### config.mk
export PLATFORM = sky130hd
export DESIGN_NAME = speed_trend_qualifier_core_flat
export DESIGN_NICKNAME = d
export VERILOG_FILES = /design/src/rtl/stq_pkg.sv /design/src/rtl/stq_in_if.sv /design/src/rtl/stq_out_if.sv /design/src/rtl/stq_qual.sv /design/src/rtl/speed_trend_qualifier_core.sv /design/src/flat_wrapper.sv
export SDC_FILE = /design/constraint.sdc
export NUM_CORES = 1
export LEC_CHECK = 0
export BUFFER_PORTS_ARGS = -buffer_cell sky130_fd_sc_hd__buf_2
export CAP_MARGIN = 40
export CORE_ASPECT_RATIO = 1.25
export CORE_MARGIN = 2
export CORE_UTILIZATION = 56
export DETAILED_ROUTE_END_ITERATION = 6
export MAX_ROUTING_LAYER = met4
export PLACE_DENSITY = 0.8
export SLEW_MARGIN = 10
export SYNTH_ARGS = -nofsm -noshare
export SYNTH_HDL_FRONTEND = slang
export SYNTH_HIERARCHICAL = 1
export SYNTH_SLANG_ARGS = --single-unit
### constraint.sdc
create_clock -name clk -period 7.6 [get_ports clk]
set_input_delay 0.76 -clock clk [delete_from_list [all_inputs] [get_ports clk]]
set_output_delay 0.76 -clock clk [all_outputs]
set_load 0.02 [all_outputs]
### src/rtl/stq_pkg.sv
// Shared types and constants of the speed trend qualifier.
`default_nettype none

package stq_pkg;

	localparam int COUNT_BITS_DEF = 10;
	localparam int SPEED_BITS_DEF = 24;

	// register port: widest register, register index width
	localparam int CFG_DATA_W = 10;
	localparam int CFG_IDX_W  = 3;

	// speed format
	localparam int FRAC_BITS = 8;
	localparam int WHOLE_W   = 16;

	typedef enum logic [CFG_IDX_W-1:0] {
		REG_FALL_WAIT   = 3'd0,
		REG_FALL_HOLD   = 3'd1,
		REG_RISE_WAIT   = 3'd2,
		REG_RISE_HOLD   = 3'd3,
		REG_FALL_IGN_GND = 3'd4,
		REG_RISE_IGN_GND = 3'd5,
		REG_SHOW_FALL   = 3'd6,
		REG_SHOW_RISE   = 3'd7
	} cfg_reg_t;

	typedef enum logic [1:0] {
		STYLE_NORMAL  = 2'd0,
		STYLE_FALLING = 2'd1,
		STYLE_RISING  = 2'd2
	} style_t;

	// per-direction trend inputs of one qualifier
	typedef struct packed {
		logic same;
		logic opposite;
		logic blocked;
	} dir_ctl_t;

endpackage

`default_nettype wire

### src/rtl/stq_in_if.sv
// Input channel: speed sample and ground flag.
`default_nettype none

interface stq_in_if #(
	parameter int SPEED_BITS = stq_pkg::SPEED_BITS_DEF
);
	logic                  valid;
	logic                  ready;
	logic [SPEED_BITS-1:0] speed;
	logic                  grounded;

	modport source (output valid, output speed, output grounded, input ready);
	modport sink   (input valid, input speed, input grounded, output ready);
endinterface

`default_nettype wire

### src/rtl/stq_out_if.sv
// Output channel: trend flags, display style and integer speed.
`default_nettype none

interface stq_out_if;
	logic                         valid;
	logic                         ready;
	logic                         falling;
	logic                         rising;
	logic [1:0]                   style;
	logic [stq_pkg::WHOLE_W-1:0]  speed_whole;

	modport source (output valid, output falling, output rising, output style,
		output speed_whole, input ready);
	modport sink   (input valid, input falling, input rising, input style,
		input speed_whole, output ready);
endinterface

`default_nettype wire

### src/rtl/stq_qual.sv
// One trend qualifier: wait, check and hold counters plus the trend flag.
`default_nettype none

module stq_qual #(
	parameter int COUNT_BITS = stq_pkg::COUNT_BITS_DEF
) (
	input  wire logic                  clk,
	input  wire logic                  arst_n,
	input  wire logic                  advance,
	input  wire stq_pkg::dir_ctl_t     ctl,
	input  wire logic [COUNT_BITS-1:0] wait_len,
	input  wire logic [COUNT_BITS-1:0] hold_len,
	output logic                       flag_next
);

	logic [COUNT_BITS-1:0] wait_q, check_q, hold_q;
	logic                  flag_q;
	logic [COUNT_BITS-1:0] wait_d, check_d, hold_d;
	logic                  flag_d;

	// rules applied in order, each seeing the previous one's result
	always_comb begin
		wait_d  = wait_q;
		check_d = check_q;
		hold_d  = hold_q;
		flag_d  = flag_q;
		if (ctl.same && hold_d != '0)
			hold_d = hold_len;
		if (ctl.same && wait_d == '0 && check_d == '0 && hold_d == '0 && !ctl.blocked)
			wait_d = wait_len;
		if (ctl.opposite) begin
			flag_d  = 1'b0;
			wait_d  = '0;
			check_d = '0;
			hold_d  = '0;
		end
		if (wait_d != '0) begin
			wait_d = wait_d - 1'b1;
			if (wait_d == '0)
				check_d = wait_len;
		end
		if (check_d != '0) begin
			check_d = check_d - 1'b1;
			if (ctl.same) begin
				flag_d = 1'b1;
				hold_d = hold_len;
			end
		end
		if (hold_d != '0) begin
			hold_d = hold_d - 1'b1;
			if (hold_d == '0)
				flag_d = 1'b0;
		end
	end

	always_ff @(posedge clk or negedge arst_n) begin
		if (!arst_n) begin
			wait_q  <= '0;
			check_q <= '0;
			hold_q  <= '0;
			flag_q  <= 1'b0;
		end else if (advance) begin
			wait_q  <= wait_d;
			check_q <= check_d;
			hold_q  <= hold_d;
			flag_q  <= flag_d;
		end
	end

	assign flag_next = flag_d;

endmodule

`default_nettype wire

### src/rtl/speed_trend_qualifier_core.sv
// Top level of the speed trend qualifier: register port, stages, both qualifiers.
`default_nettype none

// Speed trend qualifier. Each input item is a speed sample (unsigned, 8 fraction
// bits) with an on-ground flag; each item yields exactly one result item with
// the falling and rising trend flags after that frame, a display style code
// (falling shown wins over rising shown) and the integer part of the speed.
// The block takes each item through the input stage and the result register:
// a sample is captured in the input stage; when the result register is free or
// being emptied, it is compared with the previous sample, both qualifiers are
// updated and the result register is loaded, which then holds the result item.
// Throughput is one item per cycle while the sink keeps ready
// high; the result register is the only point that stalls, and the input
// stage keeps taking items whenever the result register is free or is being
// emptied in the same cycle. The first sample after reset only records the
// speed. Registers are written through cfg_we/cfg_index/cfg_data and must only
// change while no item is in flight; all reset to zero.
module speed_trend_qualifier_core #(
	parameter int COUNT_BITS = stq_pkg::COUNT_BITS_DEF,
	parameter int SPEED_BITS = stq_pkg::SPEED_BITS_DEF
) (
	input  wire logic                              clk,
	input  wire logic                              arst_n,
	input  wire logic                              cfg_we,
	input  wire logic [stq_pkg::CFG_IDX_W-1:0]     cfg_index,
	input  wire logic [stq_pkg::CFG_DATA_W-1:0]    cfg_data,
	stq_in_if.sink                                 in_ch,
	stq_out_if.source                              out_ch
);

	localparam int WIDE_W = SPEED_BITS + stq_pkg::FRAC_BITS + stq_pkg::WHOLE_W;

	// configuration registers
	logic [stq_pkg::CFG_DATA_W-1:0] fall_wait_q, fall_hold_q, rise_wait_q, rise_hold_q;
	logic fall_ign_q, rise_ign_q, show_fall_q, show_rise_q;

	always_ff @(posedge clk or negedge arst_n) begin
		if (!arst_n) begin
			fall_wait_q <= '0;
			fall_hold_q <= '0;
			rise_wait_q <= '0;
			rise_hold_q <= '0;
			fall_ign_q  <= 1'b0;
			rise_ign_q  <= 1'b0;
			show_fall_q <= 1'b0;
			show_rise_q <= 1'b0;
		end else if (cfg_we) begin
			case (stq_pkg::cfg_reg_t'(cfg_index))
				stq_pkg::REG_FALL_WAIT:    fall_wait_q <= cfg_data;
				stq_pkg::REG_FALL_HOLD:    fall_hold_q <= cfg_data;
				stq_pkg::REG_RISE_WAIT:    rise_wait_q <= cfg_data;
				stq_pkg::REG_RISE_HOLD:    rise_hold_q <= cfg_data;
				stq_pkg::REG_FALL_IGN_GND: fall_ign_q  <= cfg_data[0];
				stq_pkg::REG_RISE_IGN_GND: rise_ign_q  <= cfg_data[0];
				stq_pkg::REG_SHOW_FALL:    show_fall_q <= cfg_data[0];
				stq_pkg::REG_SHOW_RISE:    show_rise_q <= cfg_data[0];
				default: ;
			endcase
		end
	end

	// stage handshake
	logic valid_s1, valid_s2;
	logic s2_free, advance, in_acc;

	assign s2_free      = !valid_s2 || out_ch.ready;
	assign advance      = valid_s1 && s2_free;
	assign in_ch.ready  = !valid_s1 || s2_free;
	assign in_acc       = in_ch.valid && in_ch.ready;

	// input stage
	logic [SPEED_BITS-1:0] speed_s1;
	logic                  grounded_s1;

	always_ff @(posedge clk or negedge arst_n) begin
		if (!arst_n)
			valid_s1 <= 1'b0;
		else if (in_ch.ready)
			valid_s1 <= in_ch.valid;
	end

	always_ff @(posedge clk) begin
		if (in_acc) begin
			speed_s1    <= in_ch.speed;
			grounded_s1 <= in_ch.grounded;
		end
	end

	// previous sample; none seen yet means no change
	logic [SPEED_BITS-1:0] last_speed_q;
	logic                  have_last_q;
	logic                  dec, inc;

	assign dec = have_last_q && (speed_s1 < last_speed_q);
	assign inc = have_last_q && (speed_s1 > last_speed_q);

	always_ff @(posedge clk or negedge arst_n) begin
		if (!arst_n) begin
			last_speed_q <= '0;
			have_last_q  <= 1'b0;
		end else if (advance) begin
			last_speed_q <= speed_s1;
			have_last_q  <= 1'b1;
		end
	end

	// qualifiers
	stq_pkg::dir_ctl_t fall_ctl, rise_ctl;
	logic              fall_next, rise_next;

	assign fall_ctl = '{same: dec, opposite: inc, blocked: grounded_s1 && !fall_ign_q};
	assign rise_ctl = '{same: inc, opposite: dec, blocked: grounded_s1 && !rise_ign_q};

	stq_qual #(.COUNT_BITS(COUNT_BITS)) u_fall (
		.clk       (clk),
		.arst_n    (arst_n),
		.advance   (advance),
		.ctl       (fall_ctl),
		.wait_len  (COUNT_BITS'(fall_wait_q)),
		.hold_len  (COUNT_BITS'(fall_hold_q)),
		.flag_next (fall_next)
	);

	stq_qual #(.COUNT_BITS(COUNT_BITS)) u_rise (
		.clk       (clk),
		.arst_n    (arst_n),
		.advance   (advance),
		.ctl       (rise_ctl),
		.wait_len  (COUNT_BITS'(rise_wait_q)),
		.hold_len  (COUNT_BITS'(rise_hold_q)),
		.flag_next (rise_next)
	);

	// display style, falling first
	stq_pkg::style_t style_d;

	always_comb begin
		if (show_fall_q && fall_next)
			style_d = stq_pkg::STYLE_FALLING;
		else if (show_rise_q && rise_next)
			style_d = stq_pkg::STYLE_RISING;
		else
			style_d = stq_pkg::STYLE_NORMAL;
	end

	// integer part; zero-extended so narrow speeds still fill the field
	logic [WIDE_W-1:0] speed_wide;
	assign speed_wide = WIDE_W'(speed_s1);

	// result register
	logic                         falling_s2, rising_s2;
	stq_pkg::style_t              style_s2;
	logic [stq_pkg::WHOLE_W-1:0]  whole_s2;

	always_ff @(posedge clk or negedge arst_n) begin
		if (!arst_n)
			valid_s2 <= 1'b0;
		else if (s2_free)
			valid_s2 <= valid_s1;
	end

	always_ff @(posedge clk) begin
		if (advance) begin
			falling_s2 <= fall_next;
			rising_s2  <= rise_next;
			style_s2   <= style_d;
			whole_s2   <= speed_wide[stq_pkg::FRAC_BITS +: stq_pkg::WHOLE_W];
		end
	end

	assign out_ch.valid       = valid_s2;
	assign out_ch.falling     = falling_s2;
	assign out_ch.rising      = rising_s2;
	assign out_ch.style       = style_s2;
	assign out_ch.speed_whole = whole_s2;

endmodule

`default_nettype wire
### src/flat_wrapper.sv
// flat-port wrapper written by rule: the top's interface ports become plain ports
module speed_trend_qualifier_core_flat 
#(
	parameter int COUNT_BITS = stq_pkg::COUNT_BITS_DEF,
	parameter int SPEED_BITS = stq_pkg::SPEED_BITS_DEF
)
  (clk, arst_n, cfg_we, cfg_index, cfg_data, in_ch_valid, in_ch_speed, in_ch_grounded, in_ch_ready, out_ch_valid, out_ch_falling, out_ch_rising, out_ch_style, out_ch_speed_whole, out_ch_ready);
  stq_in_if #(.SPEED_BITS(SPEED_BITS)) in_ch_i ();
  stq_out_if out_ch_i ();
  input  wire logic clk;
  input  wire logic arst_n;
  input  wire logic cfg_we;
  input  wire logic [stq_pkg::CFG_IDX_W-1:0] cfg_index;
  input  wire logic [stq_pkg::CFG_DATA_W-1:0] cfg_data;
  input wire logic [$bits(in_ch_i.valid)-1:0] in_ch_valid;
  input wire logic [$bits(in_ch_i.speed)-1:0] in_ch_speed;
  input wire logic [$bits(in_ch_i.grounded)-1:0] in_ch_grounded;
  output wire logic [$bits(in_ch_i.ready)-1:0] in_ch_ready;
  output wire logic [$bits(out_ch_i.valid)-1:0] out_ch_valid;
  output wire logic [$bits(out_ch_i.falling)-1:0] out_ch_falling;
  output wire logic [$bits(out_ch_i.rising)-1:0] out_ch_rising;
  output wire logic [$bits(out_ch_i.style)-1:0] out_ch_style;
  output wire logic [$bits(out_ch_i.speed_whole)-1:0] out_ch_speed_whole;
  input wire logic [$bits(out_ch_i.ready)-1:0] out_ch_ready;
  assign in_ch_i.valid = in_ch_valid;
  assign in_ch_i.speed = in_ch_speed;
  assign in_ch_i.grounded = in_ch_grounded;
  assign in_ch_ready = in_ch_i.ready;
  assign out_ch_valid = out_ch_i.valid;
  assign out_ch_falling = out_ch_i.falling;
  assign out_ch_rising = out_ch_i.rising;
  assign out_ch_style = out_ch_i.style;
  assign out_ch_speed_whole = out_ch_i.speed_whole;
  assign out_ch_i.ready = out_ch_ready;
  speed_trend_qualifier_core #(.COUNT_BITS(COUNT_BITS), .SPEED_BITS(SPEED_BITS)) u_core (.clk(clk), .arst_n(arst_n), .cfg_we(cfg_we), .cfg_index(cfg_index), .cfg_data(cfg_data), .in_ch(in_ch_i), .out_ch(out_ch_i));
endmodule
### Yosys cells after proc, flatten, opt, wreduce, memory -nomap -nowiden

Index checks and enable logic that the tools add are counted.

* flip-flop bits (word level): 178
* bits in latches: 0
* bits in writable memories: 0
* ROM bits: 0
* input port bits: 43
* output and inout port bits: 22
* memories: 0

* add/sub/neg operators: 6
* $mul: 0
* div/mod/pow operators: 0
* order comparisons: 2
* equal/unequal tests: 7
* shift operators: 0
* muxes and demuxes: 35
* bitwise logic cells: 0
* reduce and logical (&&, ||, !) cells: 53

Operators by type and width (count)
* $mux 10: 24
* $logic_not 10->1: 10
* $reduce_bool 10->1: 8
* $sub 10x1->10 const B: 6
* $gt 24x24->1: 1
* $lt 24x24->1: 1
* $logic_and 1x1->1: 18
* $reduce_and 2->1: 8
* $eq 3x3->1 const B: 4
* $mux 1: 10
* $eq 3x2->1 const B: 2
* $logic_not 1->1: 6
* $eq 3x1->1 const B: 1
* $logic_not 3->1: 1
* $logic_or 1x1->1: 2
* $mux 2: 1

### Logic depth before layout (Yosys ltp)

Gate-level depths: netlist of the first run.

* word-level depth: 21
* gate-level depth with buffers: 38
* mapped depth without buffers: 33

### Cells and area by module

Netlist of the first run, hierarchy kept.

By module, submodules not included
* speed_trend_qualifier_core: instances 1, cells an instance 328, area an instance 4649.5 sq um, sequential area each 3128.0 sq um
* stq_qual (u_core.u_rise): instances 1, cells an instance 439, area an instance 3271.9 sq um, sequential area each 775.7 sq um
* stq_qual (u_core.u_fall): instances 1, cells an instance 430, area an instance 3253.1 sq um, sequential area each 775.7 sq um

### Worst setup path before layout of the first run

Ideal clock, no wire load.

* kind: register -> register
* start: register u_core.speed_s1[14]
* end: register u_core.style_s2[1], in the netlist u_core/out_ch.style[1] (data pin)
* library setup time: 0.252 ns
* data arrival time: 7.429 ns
* data required time: 7.348 ns
* path slack: -0.081 ns
* stages on the path, launching flop included: 37
* buffers on the path: 5
* period minus slack after synthesis: 7.681 ns
* path through: edfxtp_1 > ha_1 > a21oi_1 > nand2_1 > a221o_1 > o31ai_2 > and3_1 > clkbuf_1 > nand2_1 > a2111oi_4 > buf_6 > and2_1 > buf_2 > a21oi_1 > nor2_1 > inv_1 > ha_1 > or3_1 > a211oi_1 > a31oi_1 > o21ai_0 > or4b_4 > a211o_1 > clkbuf_1 > and3_1 > a21oi_1 > ha_1 > nand4_1 > a211o_1 > o211ai_2 > clkbuf_1 > mux2i_1 > a21oi_1 > and4_1 > a21oi_1 > and2_1 > nor2_1

* elaborated cells on any way between the ends: 61

RTL lines
* start, declared: RTL line speed_trend_qualifier_core.sv:72 `logic [SPEED_BITS-1:0] speed_s1;`
* start signal, assigned: RTL line speed_trend_qualifier_core.sv:84 `speed_s1 <= in_ch.speed;`
* $lt 24x24->1 *: RTL line speed_trend_qualifier_core.sv:94 `assign dec = have_last_q && (speed_s1 < last_speed_q);`
* $logic_and 1x1->1 *: RTL line speed_trend_qualifier_core.sv:94
* via u_core.dec: RTL line speed_trend_qualifier_core.sv:92 `logic dec, inc;`
* $logic_and 1x1->1: RTL line stq_qual.sv:27 `if (ctl.same && hold_d != '0)`
* $mux 10: RTL line stq_qual.sv:27
* $logic_not 10->1: RTL line stq_qual.sv:29 `if (ctl.same && wait_d == '0 && check_d == '0 && hold_d == '0 && !ctl.blocked)`
* $logic_and 1x1->1 (2 in a row): RTL line stq_qual.sv:29
* $mux 10: RTL line stq_qual.sv:29
* (+5 left out)
* $reduce_bool 10->1: RTL line stq_qual.sv:42 `if (check_d != '0) begin`
* $mux 10: RTL line stq_qual.sv:42
* $sub 10x1->10: RTL line stq_qual.sv:50 `hold_d = hold_d - 1'b1;`
* $logic_not 10->1: RTL line stq_qual.sv:51 `if (hold_d == '0)`
* $mux 1: RTL line stq_qual.sv:51
* $mux 1 *: RTL line stq_qual.sv:49 `if (hold_d != '0) begin`
* via u_core.fall_next: RTL line speed_trend_qualifier_core.sv:109 `logic fall_next, rise_next;`
* $logic_and 1x1->1 *: RTL line speed_trend_qualifier_core.sv:138 `if (show_fall_q && fall_next)`
* end signal, assigned: RTL line speed_trend_qualifier_core.sv:166 `style_s2 <= style_d;`
* end, declared: RTL line speed_trend_qualifier_core.sv:152 `stq_pkg::style_t style_s2;`

The timed path passes the listed nets; every way through them passes the cells marked *.
A chain may end at the register's enable or synchronous reset.

==> out/metrics.cfg, run 1 <==
[outcome]
status = complete, no violations

[worst_setup_path]
start_kind = flop
arrival_ns = 7.56
rr_worst_depth = 34
worstReg2RegStart = u_core/speed_s1[7]
critPathMaxStageDelay_ns = 0.40
r2r_slack_ns = 0.24
critPathKind = flop to flop
crit_top_cell = buf_4
crit_slowest_cell = edfxtp_1
path_max_fanout = 11
critPathRequiredTime_ns = 7.80
r2r-end = u_core/out_ch.style[1]
crit_path_end_kind = flop

[clocking]
clkTransAtPathRegs_ns = 0.08
htreeDepth = 4
clk_path_buf_depth = 2
clkLatencyLatePin_ns = 0.45
cts_inserted_buffers = 17
cts_tree = done
cts_sinks = 178
root_buffer = clkbuf_16

[placed_design]
hpwl_um = 21100
dpl_cell_area_mm2 = 0.0119
place_ws_ns = 0.218
io_buffers = 64
gp_congestion = 0.958

[drt]
routedWlPerCell_um = 19.4
vias = 9850
via_per_inst = 6.38
first_pass_iters = 5
drt_wl_total_um = 30000
drtIter0Drc = 950
ant_nets = 0
drc_errors = 0

[pwr]
p_per_area_mw_per_mm2 = 352
p_leak_uw = 0.00513
vdd_drop_max_v = 0.000190

[floorplanning]
boundaryPins = 65
core_area_mm2 = 0.0195
num_rows = 57
die_y_um = 162
die_x_um = 130
die-area_mm2 = 0.0211
start_util_pct = 57.2

[grt]
grt_pass1_wl_um = 47500
antenna_found_initial = 1
grt_usage_pct = 29.4
grt_pass1_vias = 9521
grt-ovfl-total = 0
grt_max_degree = 72

[cells_and_area]
fillers = 1623
syn_to_final_growth_pct = 13.3
postLayoutCellArea_mm2 = 0.0127
fin_util_pct = 64.8
layout-drive-gt1-share_pct = 21.5
area.sequential_mm2 = 0.00468
multi_input_area_mm2 = 0.00608
final_nets = 1340

[synth]
syn_avg_cell_area_um2 = 9.34
yosys.area.top_type = dfrtp_1
synth_nets = 1272
synthesis.area_mm2 = 0.0112
ys_ff_latch = 178
synth.top_cell.area_share_pct = 29.8
synth_cells = 1197
ys_warn_count = 6
ys.flop_type = dfrtp_1
async_flop_share_pct = 74.7
yosysUniqueCellTypes = 96
ys_seq_area_share_pct = 41.9
synth-edff-count = 45
synth_area_leaders = dfrtp_1 30%, edfxtp_1 12%, mux2_2 6.3%

[run]
maxCapViolCount = 0

[sta]
slew_headroom_pct = 44.5
tightest_slew_ns = 0.833
slew_viol_final = 0
hold_viol = 0
fin_ws_ns = 0.237
setup_viol = 0
post-route-min-period_ns = 7.36
rsz0062_at_grt = yes
clock_skew_ns = 0.0209
finalCritPeriodShare_pct = 96.9
max_freq_ghz = 0.136
fin_tns_setup_ns = 0

[worst_hold_path]
hold_path.class = input port to asynchronous set/reset pin

==> what timing repair did <==
action | CTS | global route
setup buffers | 0 | 6
setup endpoints to repair | 0 | 25
endpoints found under the hold margin | 0 | 0
hold buffers | 0 | 0
gates resized for setup | 0 | 22
==> worst max-delay path: cells and delay by family (launching register included) <==
family	cells	cell delay [ns]
adder cells (fa/ha/maj)	3	0.79
flip-flops	1	0.40
AND/OR/NAND/NOR	11	1.84
buffers and inverters	4	0.73
AO/OA/AOI/OAI	16	3.34
==> power by group <==
group	internal (µW)	leakage [µW]	total [µW]	switching, µW
Combinational	855	0.00280	1970	1120
Sequential	1240	0.00203	1570	330
Clock	458	0.000304	918	460
==> cells in the mapped netlist (14+ instances only) <==
cell type,number
a31oi_1,29
nor2_1,109
dfrtp_1,133
nand2_1,106
nor2b_1,14
and3_1,14
xnor2_1,19
a21oi_1,81
edfxtp_1,45
nor3_1,39
o21ai_0,86
mux2_2,63
mux2i_1,18
ha_1,32
clkbuf_1,45
nand3_1,29
inv_1,53
==> layout make-up <==
cell class | instances | share of cell area (%)
Sequential cell | 178 | 37.0
Multi-Input combinational cell | 899 | 48.0
Tap cell | 265 | 2.62
Inverter | 55 | 1.65
Timing Repair Buffer | 114 | 5.66
Clock buffer | 17 | 3.36
Clock inverter | 15 | 1.69
Antenna cell | 1 | 0.0198
==> cells by family (layout without fill, tap and decap cells) <==
| group | count (synthesis) | in the layout | synth area share, % |
|---|---|---|---|
| AND/OR/NAND/NOR | 415 | 415 | 18.7 |
| AO/OA/AOI/OAI | 341 | 341 | 20.8 |
| flip-flops | 178 | 178 | 41.9 |
| buffers and inverters | 120 | 201 | 4.56 |
| multiplexers | 84 | 84 | 8.34 |
| adder cells (fa/ha/maj) | 32 | 32 | 3.58 |
| XOR/XNOR | 27 | 27 | 2.12 |
| other | 0 | 1 | 0 |
==> layout by cell type (no fill, tap or decap), drive strengths merged, types with 40 or more instances in the layout <==
master / synthesis / routed
nor2: 109 / 109
o21ai: 90 / 90
buf: 19 / 114
mux2: 64 / 64
inv: 53 / 59
nor3: 40 / 40
dfrtp: 133 / 133
a21oi: 83 / 83
nand2: 106 / 106
edfxtp: 45 / 45
==> routing by layer <==
| layer | global-route usage [%] | vias to the layer above | share of wire (%) |
|---|---|---|---|
| met5 | - | - | 0 |
| met3 | 4.38 | 105 | 5.5 |
| met1 | 35.5 | 4806 | 40 |
| li1 | - | 4565 | - |
| met2 | 48.8 | 374 | 51 |
| met4 | 13.2 | 0 | 4.0 |
==> stage by stage <==
stage / std cells / total power [µW] / hold WS, ns
after CTS: 1537 / 4390 / 0.354
after global routing: 1544 / 4740 / 0.371
after floorplan: 1197 / 2930 / 0.448
after detailed placement: 1505 / 3460 / 0.477
after global placement: 1504 / 3410 / 0.462
final: 1544 / 4460 / 0.325
==> worst max-delay path by stage <==
stage | end | slack, ns | start
after floorplan | u_core/out_ch.style[1] | 0.01 | u_core/speed_s1[14]
final | u_core/out_ch.style[1] | 0.24 | u_core/speed_s1[7]
after detailed placement | u_core/out_ch.style[1] | 0.22 | u_core/speed_s1[14]
after CTS | u_core/out_ch.style[1] | 0.17 | u_core/speed_s1[15]
after global placement | u_core/out_ch.style[1] | 0.37 | u_core/speed_s1[14]
after global routing | u_core/out_ch.style[1] | -0.09 | u_core/speed_s1[11]
No activity file was read; power rests on OpenSTA's default activity.
==> inputs of run 2 (changes only) <==
--- a/config.mk
+++ b/config.mk
@@ -5,6 +5,7 @@
 export SDC_FILE = /design/constraint.sdc
 export NUM_CORES = 1
 export LEC_CHECK = 0
+export ABC_AREA = 1
 export BUFFER_PORTS_ARGS = -buffer_cell sky130_fd_sc_hd__buf_2
 export CAP_MARGIN = 40
 export CORE_ASPECT_RATIO = 1.25
==> run 2 against run 1 <==
Compared with the run above: global-route usage down 1.7 points; routed wire length down 9.8%; highest routed layer unchanged; critical endpoint unchanged; via count down 2.6%.
==> out/metrics.cfg, run 2 <==
[outcome]
status = complete, no violations

[cells_and_area]
final_nets = 1592  ; +19%
fillers = 1684  ; +3.8%
n_antenna_cell = 0  ; -1
stdcell_count = 1795  ; +16%
final_cell_mix = 390 x nand2_1, 192 x inv_1, 135 x nor2_1
fin_util_pct = 63.3  ; -1.5 points
layout-drive-gt1-share_pct = 16.9  ; -4.7 points
syn_to_final_growth_pct = 10.8
postLayoutCellArea_mm2 = 0.0124  ; -2.3%
final_common_cell = nand2_1

[run]
maxCapViolCount = 0  ; unchanged

[clocking]
cts_inserted_buffers = 17  ; unchanged
root_buffer = clkbuf_16
clkLatencyLatePin_ns = 0.44  ; about the same
htreeDepth = 4  ; unchanged
clk_path_buf_depth = 2  ; unchanged
clkTransAtPathRegs_ns = 0.08  ; about the same
cts_sinks = 178  ; unchanged
cts_tree = done

[synth]
async_flop_share_pct = 74.7  ; unchanged
synthesis.area_mm2 = 0.0112  ; about the same
yosysUniqueCellTypes = 47  ; -51%
synth_compound_area_share_pct = 11.2  ; -9.7 points
synth_area_leaders = dfrtp_1 30%, nand2_1 13%, edfxtp_1 12%
synth_xor_area_share_pct = 1.02  ; -1.1 points
synth_cells = 1461  ; +22%
yosys.area.top_type = dfrtp_1
ys_seq_area_share_pct = 41.9  ; about the same
synth-edff-count = 45  ; unchanged
synth.top_cell.area_share_pct = 29.8  ; about the same
ys_warn_count = 6  ; unchanged
synthAdderAreaFrac_pct = 3.58  ; about the same
synthMuxAreaShare_pct = 0  ; -8.3 points
synth_nets = 1536  ; +21%
netlist_top_cells_count = 390 x nand2_1, 193 x inv_1, 137 x nor2_1, 133 x dfrtp_1, 99 x nand3_1
synth_top_family_by_area = simple AND/OR/NAND/NOR gates
ys.flop_type = dfrtp_1
yosys.area_share.simple_pct = 32.5  ; +14 points
syn_avg_cell_area_um2 = 7.65  ; -18%
ys_ff_latch = 178  ; unchanged
yosysMostFrequentCell = nand2_1

[worst_setup_path]
path_max_fanout = 37  ; +26
path_delay_family = simple AND/OR/NAND/NOR gates
crit_path_end_kind = flop
crit_top_cell = nand2_1
crit_buf_inv = 3  ; -1
arrival_ns = 6.95  ; -0.61 ns
start_kind = flop
crit_slowest_cell = edfxtp_1
critPathKind = flop to flop
critPathRequiredTime_ns = 7.79  ; about the same
critPathMaxStageDelay_ns = 0.43  ; +0.03 ns

[grt]
grt-ovfl-total = 0  ; unchanged
antenna_found_initial = 0  ; -1
grt_max_degree = 80  ; +11%
grt_pass1_vias = 9336  ; -1.9%
grt_usage_pct = 27.7  ; -1.7 points
grt_pass1_wl_um = 44900  ; -5.6%

[drt]
drtIter0Drc = 790  ; -17%
drt_wl_total_um = 27000  ; -9.8%
first_pass_iters = 6  ; +1
vias = 9592  ; -2.6%
via_per_inst = 5.34  ; -16%
ant_nets = 0  ; unchanged
routedWlPerCell_um = 15.1  ; -22%
drc_errors = 0  ; unchanged

[pwr]
design_power_total_uw = 5110  ; +15%
vdd_drop_max_v = 0.000165  ; -13%
p_leak_uw = 0.00618  ; +20%
p_per_area_mw_per_mm2 = 413  ; +17%

[floorplanning]
core_area_mm2 = 0.0195  ; unchanged
die_x_um = 130  ; about the same
start_util_pct = 57.2  ; about the same
die-area_mm2 = 0.0211  ; about the same
boundaryPins = 65  ; unchanged
die_y_um = 162  ; about the same
num_rows = 57  ; unchanged

[placed_design]
gp_congestion = 0.963  ; +0.52%
dpl_cell_area_mm2 = 0.0117  ; -1.8%
io_buffers = 64  ; unchanged
hpwl_um = 20000  ; -5.3%
place_inst = 1757  ; +17%

[sta]
post-route-min-period_ns = 6.75  ; -0.609 ns
rsz0062_at_grt = no
clock_skew_ns = 0.0157  ; -0.00513 ns
finalCritPeriodShare_pct = 88.9  ; -8.0 points
setup_viol = 0  ; unchanged
hold_viol = 0  ; unchanged
slew_viol_final = 0  ; unchanged
fin_tns_setup_ns = 0  ; unchanged
tightest_slew_ns = 0.850  ; +0.0176 ns
slew_headroom_pct = 43.2  ; -1.3 points
max_freq_ghz = 0.148  ; +9.0%

[worst_hold_path]
hold_path.class = input port to asynchronous set/reset pin

## run 2: cell types whose count changed after synthesis, moves of 19 or more
cell      before  now
a21oi_1       81   31
inv_1         53  193
nor2_1       109  137
clkbuf_1      45   18
mux2_2        63    0
nor2_2         0   27
o21ai_1        2   38
nand3_1       29   99
nand2_1      106  390
a31oi_1       29    5
nand2_2        0   27
nor3_1        39   10
o21ai_2        2   21
## run 2: kinds of logic (layout without fill, tap and decap cells)
| logic type | Yosys count | after routing |
|---|---|---|
| fa+ha+maj | 32 | 32 |
| xor+xnor | 13 | 13 |
| compound gates | 208 | 208 |
| buf+inv | 259 | 328 |
| simple gates | 771 | 771 |
| flops | 178 | 178 |
## run 2: per-layer routing
| layer | part of all wire [%] | GRT usage (%) |
|---|---|---|
| met1 | 41 | 32.6 |
| met2 | 51 | 47.6 |
| met3 | 3.8 | 3.75 |
| met4 | 3.8 | 11.1 |
| met5 | 0 | - |
## run 2: worst register-to-register path, delay by kind of cell, from the launching register on
kind,cells,cell delay (ns)
adder cells (fa/ha/maj),3,0.84
AND/OR/NAND/NOR,36,4.42
buffers and inverters,3,0.45
flip-flops,1,0.43
AO/OA/AOI/OAI,2,0.36
## run 2: area by class of cell
class	instances	area [µm²]	area share, %
Clock buffer	17	425	3.44
Sequential cell	178	4680	37.8
Clock inverter	15	211	1.71
Tap cell	265	332	2.68
Multi-Input combinational cell	1024	5410	43.7
Timing Repair Buffer	81	502	4.05
Inverter	215	813	6.57
## run 2: stage by stage
step	hold WS (ns)	setup WS, ns
3_5_place_dp	0.467	0.715
4_1_cts	0.365	0.670
3_3_place_gp	0.468	0.821
5_1_grt	0.393	0.0665
6_report	0.334	0.846
2_1_floorplan	0.441	2.02
## run 2: timing repair
action | CTS | global route
gates resized for setup | 0 | 6
setup buffers | 0 | 6
endpoints found under the hold margin | 0 | 0
hold buffers | 0 | 0
endpoints found under the setup margin | 0 | 2
## run 2: power breakdown
group / switching (µW) / total, µW / internal (µW)
Sequential: 160 / 1410 / 1250
Combinational: 1870 / 2780 / 910
Clock: 464 / 925 / 461
Total: 2490 / 5110 / 2620
## run 2: worst paths after layout
check	slack (ns)	cells after the start	endpoint	from
setup / recovery	0.85	44	u_core/out_ch.style[1]	u_core/speed_s1[23]
setup reg to reg	0.85	44	u_core/out_ch.style[1]	u_core/speed_s1[23]
hold / removal	0.33	1	u_core/u_fall/hold_q[1]	arst_n
hold reg to reg	0.49	2	u_core/u_fall/flag_q	u_core/u_fall/flag_q
min in group clk	0.49	1	u_core/speed_s1[1]	in_ch_speed[1]
max in group asynchronous	6.05	2	u_core/u_rise/wait_q[7]	arst_n
